File: src/design/tsd_pkg.sv
// Shared types, constants and the slot decoder of the time slot task dispatcher.
// Used by the top level; depends on nothing else.
package tsd_pkg;

  localparam int TASK_COUNT_DEF = 21;
  localparam int DIVIDER_COUNT  = 5;
  localparam int DIV_W          = 6;
  localparam int SLOT_W         = 6;
  localparam int TASK_W         = 5;
  localparam int DIV_IDX_W      = $clog2(DIVIDER_COUNT);
  localparam int CFG_INDEX_W    = $clog2(DIVIDER_COUNT);

  // Item kinds carried in the input tuser field.
  localparam logic ACT_TICK = 1'b0;
  localparam logic ACT_POLL = 1'b1;

  // Register indexes of the configuration port.
  localparam logic [CFG_INDEX_W-1:0] REG_CLOCK_TASK_DIV    = CFG_INDEX_W'(0);
  localparam logic [CFG_INDEX_W-1:0] REG_STORE_TASK_DIV    = CFG_INDEX_W'(1);
  localparam logic [CFG_INDEX_W-1:0] REG_CELL_REPORT_DIV   = CFG_INDEX_W'(2);
  localparam logic [CFG_INDEX_W-1:0] REG_SYSTEM_REPORT_DIV = CFG_INDEX_W'(3);
  localparam logic [CFG_INDEX_W-1:0] REG_DISPLAY_DIV       = CFG_INDEX_W'(4);

  localparam logic [DIV_W-1:0] DIVIDER_RESET [DIVIDER_COUNT] =
    '{6'd10, 6'd40, 6'd2, 6'd2, 6'd6};
  localparam logic [TASK_W-1:0] DIVIDED_TASK [DIVIDER_COUNT] =
    '{5'd11, 5'd15, 5'd17, 5'd18, 5'd19};

  typedef enum logic [1:0] {
    MAP_NONE    = 2'd0,
    MAP_DIRECT  = 2'd1,
    MAP_DIVIDED = 2'd2
  } map_kind_t;

  typedef struct packed {
    map_kind_t              kind;
    logic [TASK_W-1:0]      task_id;
    logic [DIV_IDX_W-1:0]   div_sel;
  } slot_map_t;

  function automatic slot_map_t direct_map(input logic [TASK_W-1:0] id);
    slot_map_t m;
    m.kind    = MAP_DIRECT;
    m.task_id = id;
    m.div_sel = '0;
    return m;
  endfunction

  function automatic slot_map_t divided_map(input logic [DIV_IDX_W-1:0] sel);
    slot_map_t m;
    m.kind    = MAP_DIVIDED;
    m.task_id = '0;
    m.div_sel = sel;
    return m;
  endfunction

  // Fixed slot-to-task table of one 50-slot frame.
  function automatic slot_map_t slot_map(input logic [SLOT_W-1:0] slot);
    slot_map_t m;
    m.kind    = MAP_NONE;
    m.task_id = '0;
    m.div_sel = '0;
    unique case (slot) inside
      6'd1:                          m = direct_map(5'd0);
      6'd3:                          m = direct_map(5'd1);
      6'd5, 6'd15, 6'd25, 6'd35, 6'd45: m = direct_map(5'd2);
      6'd7:                          m = direct_map(5'd3);
      6'd9:                          m = direct_map(5'd4);
      6'd11:                         m = direct_map(5'd5);
      6'd13:                         m = direct_map(5'd6);
      6'd17:                         m = direct_map(5'd7);
      6'd21:                         m = direct_map(5'd8);
      6'd23:                         m = direct_map(5'd9);
      6'd27:                         m = direct_map(5'd10);
      6'd29:                         m = divided_map(REG_CLOCK_TASK_DIV);
      6'd31:                         m = direct_map(5'd12);
      6'd33:                         m = direct_map(5'd13);
      6'd37:                         m = direct_map(5'd14);
      6'd39:                         m = direct_map(5'd16);
      6'd40:                         m = direct_map(5'd20);
      6'd41:                         m = divided_map(REG_STORE_TASK_DIV);
      6'd43:                         m = divided_map(REG_CELL_REPORT_DIV);
      6'd47:                         m = divided_map(REG_SYSTEM_REPORT_DIV);
      6'd49:                         m = divided_map(REG_DISPLAY_DIV);
      default:                       m.kind = MAP_NONE;
    endcase
    return m;
  endfunction

endpackage

File: src/design/time_slot_task_dispatcher.sv
// Time slot task dispatcher: tick items set task pending flags, poll items drain them.
// Depends on tsd_pkg for the slot table, divider resets and item codes.
//
// A tick item is accepted in the idle state; then, in the tick state, the single
// divider unit (one count compare and one increment) updates the slot's counter and
// the pending flags. A poll item is accepted in the idle state; in the poll state the
// lowest-first priority encoder then moves one task per cycle into the output register
// whenever the output is free; a stalled output holds the poll. The input is not ready
// while an item is being worked on. A poll with nothing pending returns to idle and
// emits nothing.
module time_slot_task_dispatcher #(
  parameter int TASK_COUNT = tsd_pkg::TASK_COUNT_DEF
) (
  input  logic                               clk,
  input  logic                               rst,
  input  logic                               s_axis_tvalid,
  output logic                               s_axis_tready,
  input  logic [7:0]                         s_axis_tdata,  // [5:0] slot
  input  logic [0:0]                         s_axis_tuser,  // [0] action
  output logic                               m_axis_tvalid,
  input  logic                               m_axis_tready,
  output logic [7:0]                         m_axis_tdata,  // [4:0] task_index
  output logic                               m_axis_tlast,
  input  logic                               cfg_we,
  input  logic [tsd_pkg::CFG_INDEX_W-1:0]    cfg_index,
  input  logic [tsd_pkg::DIV_W-1:0]          cfg_data
);
  import tsd_pkg::*;

  typedef enum logic [2:0] {
    ST_IDLE = 3'b001,
    ST_TICK = 3'b010,
    ST_POLL = 3'b100
  } state_t;

  state_t                 state, state_next;
  logic [SLOT_W-1:0]      slot_q;
  logic [TASK_COUNT-1:0]  pending, pending_next;
  logic [DIV_W-1:0]       dividers [DIVIDER_COUNT];
  logic [DIV_W-1:0]       divider_count [DIVIDER_COUNT];

  logic                   out_valid;
  logic [TASK_W-1:0]      out_task;
  logic                   out_last;

  // Divider unit.
  slot_map_t              map;
  logic [DIV_W-1:0]       cnt;
  logic [DIV_W-1:0]       div_val;
  logic                   fire;
  logic [TASK_W-1:0]      set_id;
  logic                   set_en;

  // Priority encoder.
  logic [TASK_COUNT-1:0]  lowest;
  logic [TASK_COUNT-1:0]  remaining;
  logic [TASK_W-1:0]      enc;
  logic                   out_free;
  logic                   emit;

  assign s_axis_tready = (state == ST_IDLE);
  assign m_axis_tvalid = out_valid;
  assign m_axis_tdata  = {{(8 - TASK_W){1'b0}}, out_task};
  assign m_axis_tlast  = out_last;

  assign map     = slot_map(slot_q);
  assign cnt     = divider_count[map.div_sel];
  assign div_val = dividers[map.div_sel];
  assign fire    = (cnt == '0) || (cnt >= div_val);
  assign set_id  = (map.kind == MAP_DIVIDED) ? DIVIDED_TASK[map.div_sel] : map.task_id;
  assign set_en  = (state == ST_TICK) &&
                   ((map.kind == MAP_DIRECT) || ((map.kind == MAP_DIVIDED) && fire));

  assign lowest    = pending & (~pending + TASK_COUNT'(1));
  assign remaining = pending & (pending - TASK_COUNT'(1));

  always_comb begin
    enc = '0;
    for (int i = 0; i < TASK_COUNT; i++) begin
      if (lowest[i]) begin
        enc = enc | TASK_W'(i);
      end
    end
  end

  assign out_free = !out_valid || m_axis_tready;
  assign emit     = (state == ST_POLL) && (pending != '0) && out_free;

  always_comb begin
    state_next   = state;
    pending_next = pending;
    unique case (state)
      ST_IDLE: begin
        if (s_axis_tvalid) begin
          state_next = (s_axis_tuser[0] == ACT_POLL) ? ST_POLL : ST_TICK;
        end
      end
      ST_TICK: begin
        if (set_en) begin
          pending_next = pending | (TASK_COUNT'(1) << set_id);
        end
        state_next = ST_IDLE;
      end
      ST_POLL: begin
        if (pending == '0) begin
          state_next = ST_IDLE;
        end else if (emit) begin
          pending_next = remaining;
          if (remaining == '0) begin
            state_next = ST_IDLE;
          end
        end
      end
      default: state_next = ST_IDLE;
    endcase
  end

  always_ff @(posedge clk) begin
    if (rst) begin
      state     <= ST_IDLE;
      pending   <= '0;
      out_valid <= 1'b0;
      for (int i = 0; i < DIVIDER_COUNT; i++) begin
        dividers[i]      <= DIVIDER_RESET[i];
        divider_count[i] <= '0;
      end
    end else begin
      state   <= state_next;
      pending <= pending_next;

      if (cfg_we && (cfg_index <= REG_DISPLAY_DIV)) begin
        dividers[cfg_index] <= cfg_data;
      end

      if ((state == ST_TICK) && (map.kind == MAP_DIVIDED)) begin
        divider_count[map.div_sel] <= fire ? DIV_W'(1) : cnt + DIV_W'(1);
      end

      if (emit) begin
        out_valid <= 1'b1;
      end else if (m_axis_tready) begin
        out_valid <= 1'b0;
      end
    end
  end

  always_ff @(posedge clk) begin
    if (s_axis_tvalid && s_axis_tready) begin
      slot_q <= s_axis_tdata[SLOT_W-1:0];
    end
    if (emit) begin
      out_task <= enc;
      out_last <= (remaining == '0);
    end
  end

endmodule

File: config.mk
export PLATFORM = sky130hd
export DESIGN_NAME = time_slot_task_dispatcher
export DESIGN_NICKNAME = d
export VERILOG_FILES = /design/src/design/tsd_pkg.sv /design/src/design/time_slot_task_dispatcher.sv
export SDC_FILE = /design/constraint.sdc
export NUM_CORES = 1
export LEC_CHECK = 0
export BUFFER_PORTS_ARGS = -buffer_cell sky130_fd_sc_hd__buf_4
export CORE_AREA = 8 8 106 108
export CTS_CLUSTER_DIAMETER = 120
export DETAILED_ROUTE_END_ITERATION = 8
export DIE_AREA = 0 0 114 116
export MAX_ROUTING_LAYER = met4
export PLACE_DENSITY = 0.77
export SLEW_MARGIN = 20
export SYNTH_ARGS = -nofsm -noshare
export SYNTH_HDL_FRONTEND = slang
export SYNTH_SLANG_ARGS = --single-unit
export TNS_END_PERCENT = 30
File: constraint.sdc
create_clock -name clk -period 5.6 [get_ports clk]
set_clock_uncertainty 0.2 [all_clocks]
set_input_delay 1.12 -clock clk [delete_from_list [all_inputs] [get_ports clk]]
set_output_delay 1.12 -clock clk [all_outputs]
set_load 0.02 [all_outputs]
-- Word-level counts from Yosys, hierarchy flattened
Memory sizes are Yosys's and may differ from the RTL's.
Cells that the tools add are included.
- $add $sub $neg: 3
- order comparisons: 3
- equality and inequality tests: 36
- shift operators: 1
- muxes and demuxes: 50
- bitwise gates (word level): 5
- reductions and logical operators: 25
- operators with widths (kind ; number):
    8-bit one-hot mux with 19 select lines ; 1
    21-bit two-way mux ; 3
    6-bit equality test (second input constant) ; 10
    21-bit AND ; 2
    6-bit by 5-bit equality test with 1-bit output (second input constant) ; 7
    21-bit zero test ; 2
    21-bit one-hot mux with 2 select lines ; 1
    3-bit two-way mux ; 11
    4-bit two-way mux ; 8
    6-bit by 4-bit equality test with 1-bit output (second input constant) ; 4
    21-bit by 1-bit adder with 21-bit output (second input constant) ; 1
    21-bit NOT ; 1
    21-bit OR ; 1
    21-bit nonzero test ; 1
    1-bit by 5-bit << shifter with 21-bit output (first input constant) ; 1
    21-bit by 1-bit subtractor with 21-bit output (second input constant) ; 1
    20-bit OR reduction ; 1
    6-bit two-way mux ; 3
    5-bit two-way mux ; 3
    5-bit OR reduction ; 3
    1-bit two-way mux ; 14
    6-bit by 3-bit equality test with 1-bit output (second input constant) ; 2
    6-bit OR reduction ; 2
    2-bit two-way mux ; 4
    24 further kinds ; 36
- register bits after elaboration: 37
- memory bits (writable): 60
- memory bits (read-only): 40
- input bits: 23
- output and inout port bits: 11
- word-level logic and storage cells: 134
- memories kept: 3
- memory list (name ; words ; bits a word ; read ports ; clocked after memory_dff ; wr ports ; RTL line ; text):
    (no name shown) ; 8 ; 5 ; 1 ; 0 ; 0 ; time_slot_task_dispatcher.sv:70 ; assign set_id = (map.kind == MAP_DIVIDED) ? DIVIDED_TASK[map.div_sel] : map.task_id;
    divider_count ; 5 ; 6 ; 1 ; 0 ; 5 ; time_slot_task_dispatcher.sv:40 ; logic [DIV_W-1:0] divider_count [DIVIDER_COUNT];
    dividers ; 5 ; 6 ; 1 ; 0 ; 5 ; time_slot_task_dispatcher.sv:39 ; logic [DIV_W-1:0] dividers [DIVIDER_COUNT];

-- Depth between registers and ports, before layout
Gate-level depths: netlist of the first run.
- word-level depth: 21
- mapped depth: 18
- gate-level depth less buffers: 15

-- Least setup slack after synthesis of the first run
No wires, ideal clock.
- path type: reg2reg
- start: register slot_q[4]
- end: memory divider_count[0][0] (data pin)
- setup time: 0.265 ns
- arrival: 3.293 ns
- setup slack: 1.842 ns
- cell stages (with the launch flop): 17
- path buffers: 1
- period minus slack after synthesis: 3.758 ns
- path through: edfxtp_1 -> nand4b_1 -> nor2_2 -> clkbuf_1 -> mux2i_1 -> nand2_1 -> o21ai_0 -> o21ai_0 -> ha_1 -> nand2b_1 -> a21o_1 -> a21o_1 -> a21oi_1 -> o21ai_0 -> nand2b_1 -> nor2_1 -> nor2_1
- RTL lines (what ; RTL line ; text):
    start: declaration ; time_slot_task_dispatcher.sv:37 ; logic [SLOT_W-1:0] slot_q;
    start signal: assignment ; time_slot_task_dispatcher.sv:149 ; slot_q <= s_axis_tdata[SLOT_W-1:0];
    end: declaration ; time_slot_task_dispatcher.sv:40 ;

==> key figures, run 1 <==
Clock network
  – Cts repair resizes: 0
  – Clock Pin Slew Worst Setup and Hold Paths: 100 ps
  – Number of post-CTS setup repair buffers: 0
  – CTS max path bufs: 2
  – Hold_buf cts: 0
  – TritonCTS Buffers: 9
  – Clock Root Buffer: clkbuf_8
  – Clock Latency Late Sink: 380 ps
  – H-tree depth: 3
  – CTS tree: done
  – Total clock sinks: 102

Drt
  – DR pass1 iterations: 7
  – Routed len/inst: 17.66 um
  – DR iter-0 viols: 443
  – Via count: 4,251
  – DRC: 0
  – Routed WL: 12,470 um
  – Vias/cell: 6.021
  – Final ANT Viol Nets: 0

STA
  – Unrepaired setup endpoints after global routing: false
  – Slew Limit Fails: 0
  – Shortest period the worst path allows: 4594 ps
  – Hold Fails Final Rpt: 0
  – Hold WS: 328.4 ps
  – Achievable Freq: 217.7 MHz
  – Final setup TNS: 0 ps
  – Rel. slew slack: 49.62%
  – Period Utilization, post-route: 82.04%
  – Slew @ Worst Pin: 752.4 ps
  – Final setup fails: 0

Yosys
  – Synth warnings: 0
  – Leading area contributor after synthesis: edfxtp_1
  – Synth Register Bits: 102
  – Post-Syn Area per Cell: 10.12 um^2
  – Yosys top cell area share: 41.90%
  – Post-synthesis cell area: 0.005518 mm^2
  – Ranking of synthesized cells by area: edfxtp_1, dfxtp_1, nor2_1, and2_1, nand2b_1
  – Async SR Flop Fraction: 0%
  – Gate Count Post-Synth: 545
  – Most common cell in the synthesized netlist: edfxtp_1
  – Most frequent cells after synthesis: edfxtp_1, nor2_1, and2_1, nand2_1, nand2b_1
  – Unique cell type count in the Yosys netlist: 77
  – Post-synthesis sequential area ratio: 50.98%
  – Main synth FF type: edfxtp_1
  – Post-synth EDFFs: 77

Place
  – Port bufs: 28
  – RD Place Congestion: 0.8840
  – Placed cell count: 690
  – Detail Placement HPWL: 9151 um

Global routing
  – First-pass GRT wire length: 20,140 um
  – Total gr overflow: 0
  – Largest net degree at the start of global routing: 42
  – GR Util All Layers: 20.05%
  – Vias in the first global route: 4,086
  – Antenna violations before repair: 0

Setup path
  – Crit-path leading delay family: simple AND/OR/NAND/NOR gates
  – WP data required: 5520 ps
  – Setup crit start kind: flip-flop
  – Crit. End Element: flip-flop
  – CP arrival: 4520 ps
  – Critical path's slowest cell: edfxtp_1
  – Crit Path Class: flip-flop to flip-flop
  – RR Startpoint: slot_q[5]
  – FF-to-FF End: divider_count[0][0]
  – Buffers & Inverters on Critical Path: 1
  – Max incr delay on CP: 740 ps
  – R2R setup slack: 1010 ps
  – CP Max Fanout: 20
  – Worst-path cell chain: nand4b_1 > nor2_2 > mux2i_1 > o221a_2 > inv_1 > ha_1 > a21o_1 > a21o_1 > a21oi_1 > o21ai_0 > nand2b_1 > nor2_1 > nor2_1
  – Reg2reg path depth: 13

Die
  – Core Rows: 36
  – Die X: 114 um
  – Initial Util: 57.78%
  – Die Area: 0.01322 mm^2
  – Core Area: 0.009549 mm^2
  – IO Count: 34
  – Die H: 116 um

Worst hold path
  – Hold path depth: 2
  – Hold Path End: pending[12]
  – Hold Crit Start: pending[12]
  – Worst min path class: flip-flop to flip-flop

Final layout
  – Area growth syn-to-layout: 9.116%
  – Final cell count without fillers: 706
  – Layout cells sized above 1: 13.44%
  – Final net count: 599
  – Number of diodes: 0

Power and ir drop
  – Pleak: 2.224 nW
  – Worst vdd ir: 176.1 uV
  – Total power: 0.001504 W
  – Power Density: 249.9 mW/mm^2

Job
  – Max-Cap Viols: 0

Outcome
  – Outcome: complete, no violations
-- placed cells by master, fill, tap and decap left out, drive strengths merged, types with 18 or more instances in the layout --
master   n
a21oi   26
nand2   26
o21ai   18
and2    26
nor2    73
buf     34
inv     24
nand2b  26
nor3    28
edfxtp  77
dfxtp   25
-- kinds of logic after synthesis --
group                    share of synthesized area, %
buffers and inverters                           4.263
AND/OR/NAND/NOR                                 23.13
other                                         0.06796
flip-flops                                      50.98
XOR/XNOR                                        1.111
adder cells (fa/ha/maj)                         2.744
multiplexers                                    2.222
AO/OA/AOI/OAI                                   15.49
-- cell type report --
| type | instances | area, um^2 |
|---|---|---|
| Inverter | 22 | 85.08 |
| Clock buffer | 9 | 123.9 |
| Timing Repair Buffer | 34 | 255.2 |
| Clock inverter | 7 | 81.33 |
| Multi-Input combinational cell | 399 | 2496 |
| Sequential cell | 102 | 2813 |
| Fill cell | 778 | 3528 |
| Tap cell | 133 | 166.4 |
-- power breakdown --
| part | switching (W) | internal [W] |
|---|---|---|
| clock network | 0.000274 | 0.000212 |
| logic | 0.0000985 | 0.0000596 |
| registers | 0.0000194 | 0.000841 |
| total | 0.000392 | 0.00111 |
-- worst max path at each step --
stage,startpoint,endpoint,slack [ps],depth (start not counted)
after floorplan,slot_q[4],divider_count[0][0],1840,16
after global placement,slot_q[5],divider_count[1][0],1220,13
after detailed placement,slot_q[5],divider_count[4][0],1110,15
after CTS,slot_q[5],divider_count[4][0],1090,15
after global routing,slot_q[5],divider_count[1][0],710,15
final,slot_q[5],divider_count[0][0],1010,13
-- sequential cells by signal, summed over array words and instances, names as in the netlist --
| register | flops |
|---|---|
| dividers | 33 |
| m_axis_tlast | 1 |
| divider_count | 32 |
| state | 3 |
| pending | 21 |
| out_task | 5 |
| slot_q | 6 |
| m_axis_tvalid | 1 |
-- metrics by stage --
stage	utilization, %	area (um^2)	setup WS (ps)
floorplan	-	5544	1842
global placement	60.90	5816	1216
detailed placement	60.90	5816	1107
CTS	63.05	6021	1090
global route	63.05	6021	708.5
finish	63.05	6021	1006
-- tightest hold or removal path: stages (launching register included) --
cell and delay, ps:
dfxtp_1 360, o31ai_1 80, a21oi_1 60
-- metal layers --
layer	up-vias	share of wire [%]	global-route usage, %
met1	2043	43	23.88
met4	0	2.0	7.631
met2	141	50	33.28
li1	2047	-	-
met3	20	5.3	3.700
met5	-	0	-
(Power assumes the default switching activity.)
==> run 2, diff against run 1 <==
--- a/config.mk
+++ b/config.mk
@@ -6,12 +6,12 @@
 export NUM_CORES = 1
 export LEC_CHECK = 0
 export BUFFER_PORTS_ARGS = -buffer_cell sky130_fd_sc_hd__buf_4
-export CORE_AREA = 8 8 106 108
+export CORE_AREA = 8 8 111 113
 export CTS_CLUSTER_DIAMETER = 120
 export DETAILED_ROUTE_END_ITERATION = 8
-export DIE_AREA = 0 0 114 116
+export DIE_AREA = 0 0 119 121
 export MAX_ROUTING_LAYER = met4
-export PLACE_DENSITY = 0.77
+export PLACE_DENSITY = 0.73
 export SLEW_MARGIN = 20
 export SYNTH_ARGS = -nofsm -noshare
 export SYNTH_HDL_FRONTEND = slang
==> constraint.sdc (replaced) <==
create_clock -name clk -period 4.03 [get_ports clk]
set_clock_uncertainty 0.2 [all_clocks]
set_input_delay 0.806 -clock clk [delete_from_list [all_inputs] [get_ports clk]]
set_output_delay 0.806 -clock clk [all_outputs]
set_load 0.02 [all_outputs]
==> key figures, run 2 (synthesis gave the netlist of run 1 again) <==
Setup path
  – Crit-path leading delay family: compound AO/OA/AOI/OAI gates
  – Setup crit start kind: flip-flop
  – Worst-path cell chain: buf_4 > nor2_1 > buf_4 > nand4_1 > o221a_2 > ha_1 > nand2b_1 > a21o_1 > a21o_1 > a21oi_1 > o21ai_0 > nand2b_1 > nor2_1 > buf_4 > nor2_1
  – Critical path's slowest cell: edfxtp_1
  – Crit Path Class: flip-flop to flip-flop
  – Max incr delay on CP: 470 ps (-270 ps)
  – CP Max Fanout: 17 (-15%)
  – WP data required: 3970 ps (-1550 ps)
  – CP arrival: 3720 ps (-800 ps)
  – Crit. End Element: flip-flop
  – Buffers & Inverters on Critical Path: 3 (+2)

STA
  – Slew Limit Fails: 0 (unchanged)
  – Shortest period the worst path allows: 3781 ps (-813.3 ps)
  – Hold Fails Final Rpt: 0 (unchanged)
  – Hold WS: 339.8 ps (+11.38 ps)
  – Final setup fails: 0 (unchanged)
  – Slew @ Worst Pin: 749.9 ps (-2.442 ps)
  – Achievable Freq: 264.5 MHz (+22%)
  – Slack of the critical path: 249.2 ps (-756.7 ps)
  – Period Utilization, post-route: 93.82% (+12 points)
  – Rel. slew slack: 49.62% (about the same)

Clock network
  – CTS tree: done
  – CTS max path bufs: 2 (unchanged)
  – Clock Latency Late Sink: 390 ps (about the same)
  – Clock Root Buffer: clkbuf_8
  – Total clock sinks: 102 (unchanged)
  – TritonCTS Buffers: 9 (unchanged)
  – Clock Pin Slew Worst Setup and Hold Paths: 100 ps (about the same)
  – Hold_buf cts: 0 (unchanged)
  – H-tree depth: 3 (unchanged)

Die
  – Core Rows: 38 (+5.6%)
  – Die X: 119 um (+4.4%)
  – Core Area: 0.01060 mm^2 (+11%)
  – Die Area: 0.01440 mm^2 (+8.9%)
  – Die H: 121 um (+4.3%)
  – IO Count: 34 (unchanged)
  – Initial Util: 52.04% (-5.7 points)

Final layout
  – Commonest non-fill, non-tap cell in the layout: edfxtp_1
  – Regs by FF count: dividers: 33 flops, divider_count: 32 flops, pending: 21 flops
  – Number of diodes: 0 (unchanged)
  – Fillers: 929 (+19%)
  – Most frequent cells in the layout: edfxtp_1, nor2_1, buf_4
  – Layout cells sized above 1: 15.84% (+2.4 points)
  – Final cell count without fillers: 727 (+3.0%)
  – Final net count: 613 (+2.3%)
  – Area growth syn-to-layout: 11.54%
  – Largest register FFs: 33 (unchanged)
  – Top reg by flops: dividers

Place
  – Pre-CTS setup slack: 110.2 ps (-996.8 ps)
  – RD Place Congestion: 0.8905 (+0.74%)
  – Placed cell count: 706 (+2.3%)
  – Port bufs: 28 (unchanged)
  – Detail Placement HPWL: 9782 um (+6.9%)

Global routing
  – Antenna violations before repair: 0 (unchanged)
  – Total gr overflow: 0 (unchanged)
  – First-pass GRT wire length: 20,830 um (+3.4%)
  – Vias in the first global route: 4,142 (+1.4%)
  – Largest net degree at the start of global routing: 42 (unchanged)
  – GR Util All Layers: 18.94% (-1.1 points)

Drt
  – DR iter-0 viols: 373 (-16%)
  – Routed WL: 13,270 um (+6.5%)
  – DR pass1 iterations: 5 (-2)
  – Final ANT Viol Nets: 0 (unchanged)
  – DRC: 0 (unchanged)
  – Via count: 4,325 (+1.7%)
  – Routed len/inst: 18.26 um (+3.4%)
  – Vias/cell: 5.949 (-1.2%)

Power and ir drop
  – Worst vdd ir: 242.5 uV (+38%)
  – Pleak: 2.306 nW (+3.7%)
  – Power Density: 339.1 mW/mm^2 (+36%)

Job
  – Max-Cap Viols: 0 (unchanged)

Outcome
  – Outcome: complete, no violations

Worst hold path
  – Worst min path class: flip-flop to flip-flop
-- run 2: per-stage QoR --
step / area [um^2] / TNS [ps] / total power (W) / utilization, %
floorplan: 5544 / 0 / 0.001367 / -
global placement: 5892 / 0 / 0.001439 / 55.57
detailed placement: 5892 / 0 / 0.001446 / 55.57
CTS: 6087 / 0 / 0.002088 / 57.41
global route: 6155 / -45.15 / 0.002158 / 58.05
finish: 6155 / 0 / 0.002087 / 58.05
-- run 2: cell type report --
class,instances,area (um^2),share of cell area (%)
inverters,22,85.08,1.382
multi-input cells,399,2522,40.98
repair buffers,48,364.1,5.916
flip-flops and latches,102,2813,45.70
clock buffers,9,123.9,2.013
well taps,140,175.2,2.846
clock inverters,7,71.32,1.159
-- run 2: power by group --
group          internal, W  total [W]  switching, W  leakage (nW)
sequential         0.00117    0.00119     0.0000178         0.961
clock             0.000288   0.000657      0.000369        0.0937
combinational    0.0000920   0.000243      0.000151          1.25
-- run 2: repair_timing --
item,CTS,global route
setup endpoints to repair,0,35
resized for setup,0,6
buffers inserted,0,5
-- run 2: final timing paths --
check,startpoint,to,slack [ps],cells after the start
worst max-delay path,slot_q[2],divider_count[0][0],250,15
worst min-delay path,pending[12],pending[12],340,2
worst max register to register,slot_q[2],divider_count[0][0],250,15
worst min register to register,pending[12],pending[12],340,2
-- run 2: tightest hold or removal path: cells and delay by family (launching register included) --
family             cells  cell delay [ps]
AOI/OAI and AO/OA      2              140
DFF                    1              360
-- run 2: layer usage --
layer	vias up	part of all wire (%)	global-route usage, %
met3	29	5.4	4.048
met1	2073	42	21.67
met4	0	2.7	8.300
li1	2080	-	-
met2	143	50	31.61
met5	-	0	-
